## config.mk

```make
export PLATFORM = sky130hd
export DESIGN_NAME = sexpr_token_scanner
export DESIGN_NICKNAME = d
export VERILOG_FILES = /design/src/rtl/sexpr_pkg.sv /design/src/rtl/sexpr_token_scanner.sv
export SDC_FILE = /design/constraint.sdc
export NUM_CORES = 1
export LEC_CHECK = 0
export BUFFER_PORTS_ARGS = -buffer_cell sky130_fd_sc_hd__buf_2
export CORE_MARGIN = 2
export CORE_UTILIZATION = 63
export DETAILED_ROUTE_END_ITERATION = 6
export GPL_ROUTABILITY_DRIVEN = 0
export PLACE_DENSITY = 0.81
export SYNTH_ARGS = -nofsm -noshare
export SYNTH_HDL_FRONTEND = slang
export SYNTH_SLANG_ARGS = --single-unit
export TNS_END_PERCENT = 50
```

## constraint.sdc

```tcl
create_clock -name clk -period 6.7 [get_ports clk]
set_clock_uncertainty 0.2 [all_clocks]
set_input_delay 0.335 -clock clk [delete_from_list [all_inputs] [get_ports clk]]
set_output_delay 0.335 -clock clk [all_outputs]
set_load 0.02 [all_outputs]
```

## src/rtl/sexpr_pkg.sv

```systemverilog
// types and constants of the s-expression token scanner
// no dependencies; used by the scanner and its checker
`default_nettype none

package sexpr_pkg;

  localparam int LINE_BITS   = 16;
  localparam int COLUMN_BITS = 16;
  localparam int OFFSET_BITS = 24;
  localparam int LEN_BITS    = 16;

  localparam logic OP_BYTE = 1'b0;
  localparam logic OP_END  = 1'b1;

  localparam logic [2:0] K_LPAREN = 3'd0;
  localparam logic [2:0] K_RPAREN = 3'd1;
  localparam logic [2:0] K_STRING = 3'd2;
  localparam logic [2:0] K_NUMBER = 3'd3;
  localparam logic [2:0] K_SYMBOL = 3'd4;
  localparam logic [2:0] K_ERROR  = 3'd5;
  localparam logic [2:0] K_EOS    = 3'd6;

  localparam logic [7:0] CH_LPAREN = 8'h28;
  localparam logic [7:0] CH_RPAREN = 8'h29;
  localparam logic [7:0] CH_SEMI   = 8'h3B;
  localparam logic [7:0] CH_QUOTE  = 8'h22;
  localparam logic [7:0] CH_DOT    = 8'h2E;
  localparam logic [7:0] CH_CR     = 8'h0D;
  localparam logic [7:0] CH_LF     = 8'h0A;
  localparam logic [7:0] CH_TAB    = 8'h09;
  localparam logic [7:0] CH_VT     = 8'h0B;
  localparam logic [7:0] CH_FF     = 8'h0C;
  localparam logic [7:0] CH_SPACE  = 8'h20;
  localparam logic [7:0] CH_ZERO   = 8'h30;
  localparam logic [7:0] CH_NINE   = 8'h39;

  typedef struct packed {
    logic       opcode;
    logic [7:0] byte_value;
  } scan_in_t;

  typedef struct packed {
    logic [2:0]             token_kind;
    logic [LINE_BITS-1:0]   start_line;
    logic [COLUMN_BITS-1:0] start_column;
    logic [COLUMN_BITS-1:0] end_column;
    logic [OFFSET_BITS-1:0] start_offset;
    logic [LEN_BITS-1:0]    token_length;
    logic                   last_of_run;
  } token_t;

endpackage

`default_nettype wire

```

## src/rtl/sexpr_token_scanner.sv

```systemverilog
// a byte is registered in the input stage at acceptance and its beats go into the token queue
// throughput: one byte per cycle while byte_stall is low; a byte that yields two tokens
// drains them one per cycle while token_stall is low from a four-entry token queue, and
// the byte side stalls while a byte is staged and at least three beats wait
// reset: synchronous, clears position counters to line 1, column 1, offset 0,
// empties the queue and leaves the scanner idle between tokens
`default_nettype none

module sexpr_token_scanner (
  input  wire                     clk,
  input  wire                     rst,
  input  wire                     byte_valid,
  output logic                    byte_stall,
  input  wire sexpr_pkg::scan_in_t byte_item,
  output logic                    token_valid,
  input  wire                     token_stall,
  output sexpr_pkg::token_t       token_item
);
  import sexpr_pkg::*;

  localparam logic [2:0] MODE_IDLE    = 3'd0;
  localparam logic [2:0] MODE_COMMENT = 3'd1;
  localparam logic [2:0] MODE_STRING  = 3'd2;
  localparam logic [2:0] MODE_NUMBER  = 3'd3;
  localparam logic [2:0] MODE_SYMBOL  = 3'd4;

  localparam int QDEPTH   = 4;
  localparam int QPTR     = $clog2(QDEPTH);
  localparam int QCNT     = QPTR + 1;
  localparam int SUM_BITS = ((COLUMN_BITS > LEN_BITS) ? COLUMN_BITS : LEN_BITS) + 1;

  function automatic logic [LINE_BITS-1:0] line_inc(input logic [LINE_BITS-1:0] v);
    return (&v) ? v : v + LINE_BITS'(1);
  endfunction

  function automatic logic [COLUMN_BITS-1:0] col_inc(input logic [COLUMN_BITS-1:0] v);
    return (&v) ? v : v + COLUMN_BITS'(1);
  endfunction

  function automatic logic [OFFSET_BITS-1:0] off_inc(input logic [OFFSET_BITS-1:0] v);
    return (&v) ? v : v + OFFSET_BITS'(1);
  endfunction

  function automatic logic [LEN_BITS-1:0] len_inc(input logic [LEN_BITS-1:0] v);
    return (&v) ? v : v + LEN_BITS'(1);
  endfunction

  function automatic logic is_blank(input logic [7:0] b);
    return (b == CH_SPACE) || (b == CH_TAB) || (b == CH_VT) || (b == CH_FF) ||
           (b == CH_CR) || (b == CH_LF);
  endfunction

  function automatic logic is_sep(input logic [7:0] b);
    return is_blank(b) || (b == CH_LPAREN) || (b == CH_RPAREN) || (b == CH_SEMI);
  endfunction

  function automatic logic is_digit(input logic [7:0] b);
    return (b >= CH_ZERO) && (b <= CH_NINE);
  endfunction

  // last column of a pending token, saturating
  function automatic logic [COLUMN_BITS-1:0] end_col(input logic [COLUMN_BITS-1:0] tc,
                                                     input logic [LEN_BITS-1:0] len);
    logic [SUM_BITS-1:0] s;
    s = SUM_BITS'(tc) + SUM_BITS'(len) - SUM_BITS'(1);
    if (s > SUM_BITS'({COLUMN_BITS{1'b1}})) begin
      return {COLUMN_BITS{1'b1}};
    end
    return s[COLUMN_BITS-1:0];
  endfunction

  // scanner state
  logic [2:0]             mode, mode_next;
  logic                   acr, acr_next;
  logic [LINE_BITS-1:0]   cur_line, cur_line_next;
  logic [COLUMN_BITS-1:0] cur_col, cur_col_next;
  logic [OFFSET_BITS-1:0] cur_off, cur_off_next;
  logic [LINE_BITS-1:0]   tok_line, tok_line_next;
  logic [COLUMN_BITS-1:0] tok_col, tok_col_next;
  logic [OFFSET_BITS-1:0] tok_off, tok_off_next;
  logic [LEN_BITS-1:0]    plen, plen_next;

  // input stage
  logic     stage_valid;
  scan_in_t stage_item;
  logic     proc;

  // token queue
  token_t          queue [QDEPTH];
  logic [QPTR-1:0] wr_ptr, rd_ptr;
  logic [QCNT-1:0] count;
  logic            pop;

  logic        emit_a, emit_b, do_idle;
  token_t      res_a, res_b, w0, w1;
  logic [1:0]  nres;
  logic [7:0]  b;

  assign byte_stall  = stage_valid && (count > QCNT'(QDEPTH - 2));
  assign proc        = stage_valid && !byte_stall;
  assign token_valid = (count != '0);
  assign token_item  = queue[rd_ptr];
  assign pop         = token_valid && !token_stall;
  assign b           = stage_item.byte_value;

  always_comb begin
    mode_next     = mode;
    acr_next      = acr;
    cur_line_next = cur_line;
    cur_col_next  = cur_col;
    cur_off_next  = cur_off;
    tok_line_next = tok_line;
    tok_col_next  = tok_col;
    tok_off_next  = tok_off;
    plen_next     = plen;
    emit_a        = 1'b0;
    emit_b        = 1'b0;
    do_idle       = 1'b0;
    res_a         = '0;
    res_b         = '0;

    res_a.start_line   = tok_line;
    res_a.start_column = tok_col;
    res_a.start_offset = tok_off;
    res_a.token_length = plen;
    res_a.end_column   = end_col(tok_col, plen);

    if (stage_item.opcode == OP_END) begin
      unique case (mode)
        MODE_NUMBER: begin
          emit_a = 1'b1;
          res_a.token_kind = K_NUMBER;
        end
        MODE_SYMBOL: begin
          emit_a = 1'b1;
          res_a.token_kind = K_SYMBOL;
        end
        MODE_STRING: begin
          emit_a = 1'b1;
          res_a.token_kind = K_ERROR;
        end
        default: ;
      endcase
      emit_b             = 1'b1;
      res_b.token_kind   = K_EOS;
      res_b.start_line   = cur_line;
      res_b.start_column = cur_col;
      res_b.end_column   = cur_col;
      res_b.start_offset = cur_off;
      res_b.token_length = '0;
      mode_next     = MODE_IDLE;
      acr_next      = 1'b0;
      cur_line_next = LINE_BITS'(1);
      cur_col_next  = COLUMN_BITS'(1);
      cur_off_next  = '0;
      tok_line_next = LINE_BITS'(1);
      tok_col_next  = COLUMN_BITS'(1);
      tok_off_next  = '0;
      plen_next     = '0;
    end else begin
      acr_next = 1'b0;
      if (acr && (b == CH_LF)) begin
        cur_col_next = COLUMN_BITS'(1);
        cur_off_next = off_inc(cur_off);
      end else begin
        unique case (mode)
          MODE_COMMENT: begin
            if ((b == CH_CR) || (b == CH_LF)) begin
              do_idle = 1'b1;
            end else begin
              cur_col_next = col_inc(cur_col);
              cur_off_next = off_inc(cur_off);
            end
          end
          MODE_STRING: begin
            cur_col_next = col_inc(cur_col);
            cur_off_next = off_inc(cur_off);
            if (b == CH_QUOTE) begin
              emit_a = 1'b1;
              res_a.token_kind = K_STRING;
              mode_next = MODE_IDLE;
            end else begin
              plen_next = len_inc(plen);
            end
          end
          MODE_NUMBER: begin
            if (is_digit(b) || (b == CH_DOT)) begin
              plen_next    = len_inc(plen);
              cur_col_next = col_inc(cur_col);
              cur_off_next = off_inc(cur_off);
            end else if (!is_sep(b)) begin
              plen_next          = len_inc(plen);
              cur_col_next       = col_inc(cur_col);
              cur_off_next       = off_inc(cur_off);
              emit_a             = 1'b1;
              res_a.token_kind   = K_ERROR;
              res_a.token_length = len_inc(plen);
              res_a.end_column   = end_col(tok_col, len_inc(plen));
              mode_next          = MODE_IDLE;
            end else begin
              emit_a = 1'b1;
              res_a.token_kind = K_NUMBER;
              do_idle = 1'b1;
            end
          end
          MODE_SYMBOL: begin
            if (!is_sep(b)) begin
              plen_next    = len_inc(plen);
              cur_col_next = col_inc(cur_col);
              cur_off_next = off_inc(cur_off);
            end else begin
              emit_a = 1'b1;
              res_a.token_kind = K_SYMBOL;
              do_idle = 1'b1;
            end
          end
          default: begin
            do_idle = 1'b1;
          end
        endcase
      end

      if (do_idle) begin
        mode_next = MODE_IDLE;
        priority if ((b == CH_CR) || (b == CH_LF)) begin
          cur_line_next = line_inc(cur_line);
          cur_col_next  = COLUMN_BITS'(1);
          cur_off_next  = off_inc(cur_off);
          acr_next      = (b == CH_CR);
        end else if (is_blank(b)) begin
          cur_col_next = col_inc(cur_col);
          cur_off_next = off_inc(cur_off);
        end else if ((b == CH_LPAREN) || (b == CH_RPAREN)) begin
          emit_b             = 1'b1;
          res_b.token_kind   = (b == CH_LPAREN) ? K_LPAREN : K_RPAREN;
          res_b.start_line   = cur_line;
          res_b.start_column = cur_col;
          res_b.end_column   = cur_col;
          res_b.start_offset = cur_off;
          res_b.token_length = LEN_BITS'(1);
          cur_col_next       = col_inc(cur_col);
          cur_off_next       = off_inc(cur_off);
        end else if (b == CH_SEMI) begin
          mode_next    = MODE_COMMENT;
          cur_col_next = col_inc(cur_col);
          cur_off_next = off_inc(cur_off);
        end else if (b == CH_QUOTE) begin
          cur_col_next  = col_inc(cur_col);
          cur_off_next  = off_inc(cur_off);
          tok_line_next = cur_line;
          tok_col_next  = col_inc(cur_col);
          tok_off_next  = off_inc(cur_off);
          plen_next     = '0;
          mode_next     = MODE_STRING;
        end else begin
          tok_line_next = cur_line;
          tok_col_next  = cur_col;
          tok_off_next  = cur_off;
          plen_next     = LEN_BITS'(1);
          mode_next     = is_digit(b) ? MODE_NUMBER : MODE_SYMBOL;
          cur_col_next  = col_inc(cur_col);
          cur_off_next  = off_inc(cur_off);
        end
      end
    end

    // pack the beats in order, last flag on the final one
    w0 = emit_a ? res_a : res_b;
    w0.last_of_run = !(emit_a && emit_b);
    w1 = res_b;
    w1.last_of_run = 1'b1;
    nres = {1'b0, emit_a} + {1'b0, emit_b};
  end

  always_ff @(posedge clk) begin
    if (rst) begin
      stage_valid <= 1'b0;
    end else if (!byte_stall) begin
      stage_valid <= byte_valid;
    end
    if (!byte_stall && byte_valid) begin
      stage_item <= byte_item;
    end
  end

  always_ff @(posedge clk) begin
    if (rst) begin
      mode     <= MODE_IDLE;
      acr      <= 1'b0;
      cur_line <= LINE_BITS'(1);
      cur_col  <= COLUMN_BITS'(1);
      cur_off  <= '0;
      tok_line <= LINE_BITS'(1);
      tok_col  <= COLUMN_BITS'(1);
      tok_off  <= '0;
      plen     <= '0;
    end else if (proc) begin
      mode     <= mode_next;
      acr      <= acr_next;
      cur_line <= cur_line_next;
      cur_col  <= cur_col_next;
      cur_off  <= cur_off_next;
      tok_line <= tok_line_next;
      tok_col  <= tok_col_next;
      tok_off  <= tok_off_next;
      plen     <= plen_next;
    end
  end

  always_ff @(posedge clk) begin
    if (proc && (nres != 2'd0)) begin
      queue[wr_ptr] <= w0;
    end
    if (proc && (nres == 2'd2)) begin
      queue[wr_ptr + QPTR'(1)] <= w1;
    end
  end

  always_ff @(posedge clk) begin
    if (rst) begin
      wr_ptr <= '0;
      rd_ptr <= '0;
      count  <= '0;
    end else begin
      if (proc) begin
        wr_ptr <= wr_ptr + QPTR'(nres);
      end
      if (pop) begin
        rd_ptr <= rd_ptr + QPTR'(1);
      end
      count <= count + (proc ? QCNT'(nres) : QCNT'(0)) - QCNT'(pop);
    end
  end

endmodule

`default_nettype wire

```

After elaboration in Yosys (flattened, before gate mapping):

Memory sizes are Yosys's and may differ from the RTL's. A register that Yosys moved wholly into a read port is not among the register bits.
Cells that the tools add are included.
W data, S select, Z words.

* order comparisons: 5
* muxes and demuxes: 129
* multiply operators: 0
* add/subtract/negate cells: 14
* bitwise operators: 0
* eq/ne operators: 26
* shift operators: 0
* reduce and logical (&&, ||, !) cells: 38
* div/mod/pow operators: 0

Operators with widths (count)
* $mux W16: 49
* $mux W89: 4
* $mux W24: 14
* $pmux W24 S4: 1
* $mux W92: 1
* $mux W91: 1
* $pmux W16 S4: 1
* $mux W3: 17
* $add A16 B1 Y16 const B: 3
* $eq A8 B6 Y1 const B: 6
* $pmux W16 S3: 1
* $reduce_and A16 Y1: 3
* $eq A8 B4 Y1 const B: 5
* $add A16 B16 Y17: 2
* $gt A17 B16 Y1 const B: 2
* $sub A17 B1 Y17 const B: 2
* $mux W1: 31
* $add A24 B1 Y24 const B: 1
* $reduce_and A24 Y1: 1
* $pmux W3 S3: 2
* $ne A4 B4 Y1 const B: 3
* $reduce_and A6 Y1: 2
* $logic_or A1 B1 Y1: 11
* $ne A2 B2 Y1 const B: 5
* 27 further kinds: 44

* memories kept: 1
* memory bits (writable): 368
* input port bits: 13
* bits in read-only memories: 0
* bits in latches: 0
* output and inout bits: 94
* flip-flop bits (word level): 149

Memories
* queue: depth 4, bits a word 92, read ports 1, clocked after memory_dff 1, write ports 2, line sexpr_token_scanner.sv:89 `token_t queue [QDEPTH];`

Logic depth before layout (Yosys ltp):

Gate-level depths: netlist of the first run.

* depth after elaboration: 21
* mapped depth: 20
* depth with buffers taken out: 18

Least setup slack after synthesis of the first run:

OpenSTA, ideal clock, no wires.

* path type: register to register
* from: register stage_item (netlist bit b[5])
* to: memory queue[0][17] (netlist bit), enable pin
* cell stages (with the launch flop): 15
* library setup time: 0.431 ns
* buffers on the path: 4
* setup slack: 0.967 ns
* arrival: 5.103 ns
* cells stage by stage: edfxtp_1 nor3b_2 and3_1 clkbuf_1 o31ai_1 a31oi_1 o21ai_2 buf_2 buf_2 inv_1 ha_1 clkbuf_1 nor4_1 nor2_1 inv_1

RTL lines
* start: declaration: line sexpr_token_scanner.sv:85 `scan_in_t stage_item;`
* start signal: assignment: line sexpr_token_scanner.sv:282 `stage_item <= byte_item;`
* end: declaration: line sexpr_token_scanner.sv:89

==> summary by stage, run 1 <==
GRT
The initial antenna violation count was 2. The via count of the first global-routing pass is 21300. The first global-routing pass estimated 120 mm of wire. The global-route usage over all layers is 35.0%.

Entering global routing, the biggest net connects 100 pins. Global routing finished with a remaining overflow of 0.

Setup path
The required time of the critical path is 6810 ps. The worst setup path is of the reg2reg kind. The worst setup path is launched from a register.

The endpoint class of the critical path is a register. The arrival time at the worst endpoint is 6010 ps. The top fanout value on the critical path is 16.

Floorplanning
The total I/O pin count is 107. The floorplan step defined a die boundary enclosing 44900 µm². The initial utilization of the core area, before any placement, comes to 63.4%. The die boundary height is 212 µm. After floorplanning, the core was sized to cover 42900 µm². In this run the horizontal extent of the chip is 212 µm.

After floorplanning, the core was divided into 76 placement rows.

Drt
In the final routed layout, each cell accounts on average for 25.3 µm. The remaining routing DRC violations is 0. The overall via count from detail_route is 22300. The detail route stage leaves a number of antenna-violating nets equal to 0. The detailed router's first-iteration violation count is 3177. The via count normalized by instance count is 7.14. The overall routed net length is 79.1 mm. Before antenna repair, the detailed router went through 7 iterations.

Layout
For this run, the number of standard cells in the final layout without fillers is 3123. The post-route netlist has 15.5% of its cells at a drive strength greater than 1. The library cell used most frequently in the layout, excluding fill and tap cells, is edfxtp_1. The filler cell count is 2981. The final non-filler cell area is 30000 µm². In the layout the commonest cells are edfxtp_1, dfxtp_1, nand2_1. The number of nets at the end of the flow is 2583.

The area growth from synthesis to layout is 10.1%.

Synth
Synthesis produced a netlist with a net count of 2581. For this run, the register share of the synthesized area comes to 49.7%. In this run, synthesis produced a sequential element count of 519. The flip-flop cell with the highest count after synthesis is edfxtp_1. The number of instances in the synthesized netlist is 2492.

The number of synthesized flops with an enable pin is 313. Summing every instance area after synthesis gives 27200 µm². The per-instance average area after synthesis is 10.9 µm².

For this run, the number of Yosys warnings is 0. After synthesis, the netlist uses 93 different library cells. Of all flip-flops after synthesis, the portion carrying an async set or reset was 0%.

Clocking
After clock tree synthesis, the clock-pin slew on the worst setup and hold paths is 70 ps. TritonCTS built the clock tree. The total CTS buffers is 51. The clock reaches the later pin of the worst-skew pair after 610 ps.

The H-tree was split into 2 levels. The number of clock sinks is 519. The root buffer cell is clkbuf_16. The clock passes through at most 3 buffers.

Place
The placed cell area is 28100 µm². Buffers placed on the I/O ports in this run total 106. The number of placed cells counting well taps is 3012. The HPWL after detailed placement is 49.6 mm.

STA
The portion of the clock cycle consumed by the worst path in the final layout is 88.1%. The final count of pins violating max slew is 0. Hold timing on the final database bottoms out at a slack of 238 ps.

The total count of hold-check failures in the final report is 0. Setup repair after global routing left no endpoint under its margin. In the final timing run, aggregate negative setup slack is 0 ps. The worst max-slew margin expressed relative to the limit is 17.0%. Setup violations remaining at the end of the flow were counted as 0. The worst path needs 5910 ps of the cycle, external delays included.

For the pin with the worst max-slew slack, the measured transition is 1240 ps. Derived from the worst setup path, the maximum achievable clock frequency is 169 MHz.

Worst hold path
The worst min-delay path category is in2reg.

Power and ir drop
The static power due to leakage is 9.97 nW. The worst-case vdd ir drop is 0.000298 V. The power per unit of standard cell area is 270 nW/µm². After layout, the design draws a total of 8.10 mW.

Status
The flow ran to the end, and the final reports show no timing, DRC or antenna violations.

Flow run
The number of max-cap violations is 0.
## timing repair
item / in CTS / in global routing
gates resized for setup: 0 / 0
setup buffers: 0 / 0
hold endpoints to repair: 15 / 0
hold buffers: 14 / 0
## power breakdown
part / total (mW) / switching (mW) / internal, mW
combinational: 1.49 / 0.915 / 0.579
sequential: 3.58 / 0.127 / 3.45
clock: 3.03 / 1.27 / 1.76
## Yosys cell counts, types with 13 or more instances
cell      instances  share of area, %
edfxtp_1        313                35
dfxtp_1         206                15
nand2_1         188               2.6
a32o_1          162               6.0
nor2_1          161               2.2
o21ai_0         150               2.8
clkbuf_1        135               1.9
a21oi_1         116               2.1
inv_1           114               1.6
o22ai_1          94               2.2
mux4_2           92               7.6
ha_1             73               3.4
buf_2            67               1.2
nand3_1          56               1.0
nor3_1           54              0.99
xnor2_1          46               1.5
xor2_1           42               1.4
and3_1           35              0.80
or3_1            31              0.71
a22oi_1          25              0.69
nand4_1          21              0.48
a21o_1           20              0.55
a22o_1           18              0.58
and2_1           17              0.39
buf_1            17              0.23
o31ai_1          14              0.39
nor2b_1          13              0.30
## per-stage QoR
stage | setup WS, ps | util (%)
floorplan | 967 | -
global placement | 1220 | 65.4
detailed placement | 1010 | 65.4
CTS | 1010 | 69.9
global route | 454 | 69.9
finish | 795 | 69.9
## layout make-up
type | instances | area (µm²) | area share (%)
Sequential cell | 519 | 13500 | 45.2
Multi-Input combinational cell | 1631 | 12300 | 41.2
Clock buffer | 65 | 1440 | 4.81
Timing Repair Buffer | 176 | 1140 | 3.82
Tap cell | 585 | 732 | 2.44
Inverter | 115 | 437 | 1.46
Clock inverter | 31 | 325 | 1.09
Antenna cell | 1 | 2.50 | 0.00835
## cell families (layout without fill, tap and decap cells)
family,count (synthesis),after routing,synth area share [%]
AOI/OAI and AO/OA,725,725,19.2
xor gates and xnor gates,88,88,2.83
adders and majority gates,76,76,3.58
buffers and inverters,342,387,5.17
DFF,519,519,49.7
muxes,101,101,7.97
other,0,1,0
and+or+nand+nor,641,641,11.5
## registers in the layout (all words and copies together) (netlist names), named ones only
| register | count |
|---|---|
| stage_valid | 1 |
| rd_ptr | 2 |
| tok_line | 16 |
| acr | 1 |
| b | 8 |
| cur_off | 24 |
| count | 3 |
| tok_off | 24 |
| tok_col | 16 |
| stage_item | 1 |
| cur_col | 16 |
| queue | 368 |
| wr_ptr | 2 |
| plen | 16 |
| cur_line | 16 |
| mode | 3 |
## layer usage
metal	track usage, %	up-vias	wire [µm]
met5	0	-	11
li1	-	9565	-
met4	15.6	2	3560
met1	47.5	10800	29200
met2	54.2	1703	35800
met3	7.71	282	10500
## critical path: stages (launching register included)
cell	delay, ps
dfxtp_1	480
and4_1	280
and4_1	290
nand3_1	370
and4_1	440
nand3_1	140
xnor2_1	100
ha_1	290
inv_1	50
ha_1	350
a211oi_1	230
o21ai_0	230
a221oi_1	510
o21ai_0	230
mux2i_2	800
o21ai_0	270
o31ai_1	210
o22ai_1	150
## path summary, 6_finish.rpt
path                startpoint       endpoint  slack [ps]  cells after the start
setup reg to reg       plen[3]   queue[0][52]         790                     17
hold reg to reg   queue[0][10]   queue[0][10]         250                      2
hold / removal    byte_item[8]  stage_item[8]         240                      2
setup / recovery       plen[3]   queue[0][52]         790                     17
Note: power is estimated with default switching activity, not from simulation.
==> run 2, diff against run 1 <==
--- a/config.mk
+++ b/config.mk
@@ -6,10 +6,11 @@
 export NUM_CORES = 1
 export LEC_CHECK = 0
-export BUFFER_PORTS_ARGS = -buffer_cell sky130_fd_sc_hd__buf_2
 export CORE_MARGIN = 2
-export CORE_UTILIZATION = 63
+export CORE_UTILIZATION = 67
+export CTS_BUF_LIST = sky130_fd_sc_hd__clkbuf_4 sky130_fd_sc_hd__clkbuf_8
 export DETAILED_ROUTE_END_ITERATION = 6
+export DONT_BUFFER_PORTS = 1
 export GPL_ROUTABILITY_DRIVEN = 0
-export PLACE_DENSITY = 0.81
+export PLACE_DENSITY = 0.83
 export SYNTH_ARGS = -nofsm -noshare
 export SYNTH_HDL_FRONTEND = slang
==> constraint.sdc (replaced) <==
create_clock -name clk -period 6.7 [get_ports clk]
set_clock_uncertainty 0.2 [all_clocks]
set_input_delay 0.67 -clock clk [delete_from_list [all_inputs] [get_ports clk]]
set_output_delay 0.67 -clock clk [all_outputs]
set_load 0.02 [all_outputs]
==> run 2 against run 1 <==
Effect of this change:
- clock-buffer cell count grew 52
- global-route usage is 2.9 points higher
- clock power shrank 8.9%
- sequential share of layout area increased by 1.2 points
- core utilization rose by 3.2 points
- final cell count shrank 4.0%
- power decreased by 4.9%
- register-to-register slack worse by 350 ps
- fmax shrank 5.5%
- critical path type unchanged
==> summary by stage, run 2 (same netlist as run 1, synthesis figures left out) <==
Layout
Compared with the post-synthesis result, the final layout area differs by 7.22%. The area taken by flip-flops and latches is 13500 µm². The filler cells instantiated in the layout total 2569. The most frequent standard cell in the layout excluding fill and tap cells is edfxtp_1.

In the final design database the tool counted 2496 nets. In the final layout, the registers with the most flip-flops are queue: 368 flops, cur_off: 24 flops, tok_off: 24 flops. Leaving out fill and tap cells, the most frequent cells in the layout are edfxtp_1, dfxtp_1, nand2_1.

In the final layout, the share of cells above drive strength 1 is 13.1%. The number of flip-flops under the largest register name is 368. In the final layout, the multi-input gates occupy 12300 µm². The register with the most flip-flops is queue. The final non-filler cell area is 29200 µm².

Floorplanning
For this configuration, the core starts out at a cell density of 68.2%. The die area is 42200 µm². The total I/O pin count is 107. Measured along the y axis, the die boundary spans 205 µm. In this run the core area contains 73 standard-cell rows. In this run the horizontal extent of the chip is 205 µm. The core region is 39900 µm².

GRT
The maximum number of pins on one net before global-route repair is 188. The met1 layer usage reported by global route is 51.1%. The via count of the first global-routing pass is 21200. The met2 track demand over resource is 59.0%. The initial antenna violation count is 0. Global routing used 37.9% of the available tracks across all layers. The routing usage on met3 is 8.95%. met2 is the most crowded layer. After global routing the overflow that remains totals 0.

The wire length of the first global-routing pass is 122 mm.

Clocking
The total CTS buffers is 82. The number of setup buffers added after CTS is 0. The post-cts sizing count is 0. TritonCTS built the clock tree. The clock insertion delay at the later pin of the skew report is 660 ps. The tree is rooted in a clkbuf_8. The maximum clock insertion buffer count is 3.

The count of H-tree levels built during CTS is 3. The number of clock sinks is 519. After clock tree synthesis, the clock-pin slew on the worst setup and hold paths is 70 ps. For this design, the CTS-stage hold fixing added 11 buffers.

Drt
In the routed layout, each cell is associated on average with a via count of 7.47. The remaining routing DRC violations is 0. After the first detailed-routing iteration, the DRC count stood at 3883. Across all layers, the routed design uses 22400 vias. The first-pass iteration count of the detailed router is 7. The per-cell routed wire length is 26.9 µm.

The detail route stage leaves a number of antenna-violating nets equal to 0. The final layout contains routed wiring with a total length of 80.6 mm.

STA
Setup repair after global routing left no endpoint under its margin. At the pin with the least slew margin, the transition time is 1320 ps. The peak clock frequency supported by timing is 160 MHz. The portion of the clock cycle consumed by the worst path in the final layout is 93.3%. The final period demand of the worst path is 6250 ps. The final count of pins violating max slew was 0. The total count of hold-check failures in the final report is 0. The number of endpoints failing setup at the final stage is 0.

Adding up every negative setup slack in the final design gives 0 ps. Measured against its own limit, the worst slew margin works out to 11.6%.

Power and ir drop
VDD sags by at most 0.000346 V. Summed over all nets, the switching power comes to 2.30 mW. The internal portion of the total power is 5.40 mW. Net switching is 29.8% of the power. The share of total power dissipated in sequential elements is 46.6%. Combinational logic burns 17.5% of the power. Dividing total power by cell area gives a power density of 264 nW/µm².

The static power due to leakage is 9.47 nW. The clock network fraction of total power is 35.9%.

Setup path
The library cell contributing the largest single delay on the critical path is mux2i_2. Along the worst path, the maximum fanout reaches 16. STA puts the critical path data required time at 6850 ps.

STA puts the critical path data arrival time at 6410 ps. The largest stage delay on the critical path is 850 ps. The endpoint class of the critical path is a register.

The class of the most critical setup path is reg2reg. The critical path goes through and4_1 > and4_1 > nand3_1 > and4_1 > nand3_1 > xnor2_1 > ha_1 > inv_1 > ha_1 > a211oi_1 > o21ai_0 > a221oi_1 > o21ai_0 > mux2i_2 > o21ai_0 > o31ai_1 > o22ai_1. The kind of start point of the critical path is a register.

Worst hold path
The worst min-delay path category is in2reg.

Place
The half-perimeter wire length after placement is 49.6 mm. The placed instances occupy a cell area of 27400 µm². The number of I/O port buffers is 0.

Flow run
The tool flagged a number of max-cap violations equal to 0.

Status
The run finished with clean final reports.
## run 2: cell types whose count changed in the layout (fill, tap and decap cells not counted), sizes merged
cell         before  now
buf             162   48
clkbuf           65  117
dlygate4sd3      14   10
diode             1    2
clkinv           24   26
bufinv            6    3
inv             115  114
clkinvlp          1    3
## run 2: area by class of cell
| class | instances | share of cell area [%] |
|---|---|---|
| diodes | 2 | 0.0172 |
| clock buffers | 117 | 4.88 |
| clock inverters | 31 | 0.811 |
| inverters | 115 | 1.50 |
| multi-input cells | 1631 | 42.3 |
| flip-flops and latches | 519 | 46.4 |
| well taps | 525 | 2.25 |
| repair buffers | 58 | 1.86 |
## run 2: stage by stage
step                util, %  instances  total power, mW  setup slack [ps]  hold WS, ps
finish                 73.1       2998             7.70               449         63.9
global route           73.1       2996             7.89               262         95.2
CTS                    73.1       2996             7.68               792         36.3
detailed placement     68.6       2837             4.97               861          237
global placement       68.6       2837             4.94              1160          228
floorplan                 -       2492             4.64               967          220
## run 2: layer usage
layer,up-vias,wire length (µm)
met2,1996,36400
met5,-,0
met1,10700,28600
met3,327,11900
met4,0,3620
li1,9408,-
## run 2: path summary, 6_finish.rpt
check	slack (ps)	endpoint	start	cells after the start
worst max-delay path	450	queue[0][44]	plen[3]	17
worst min-delay path	60	tok_off[10]	rst	3
worst max register to register	450	queue[0][44]	plen[3]	17
worst min register to register	250	queue[1][11]	queue[1][11]	2
## run 2: worst max-delay path, delay by kind of cell, from the launching register on
family          cells  cell delay [ps]
simple gates        5             1580
compound gates      7             2050
buf+inv             1               40
flops               1              500
fa+ha+maj           2              650
xor+xnor            1              100
mux                 1              850
## run 2: power groups by stage
| stage | clock, mW | combinational (mW) | sequential, mW |
|---|---|---|---|
| detailed placement | 0 | 1.31 | 3.65 |
| CTS | 2.76 | 1.33 | 3.59 |
| floorplan | 0 | 1.10 | 3.54 |
| finish | 2.76 | 1.35 | 3.59 |
| global route | 2.89 | 1.40 | 3.60 |
| global placement | 0 | 1.30 | 3.65 |
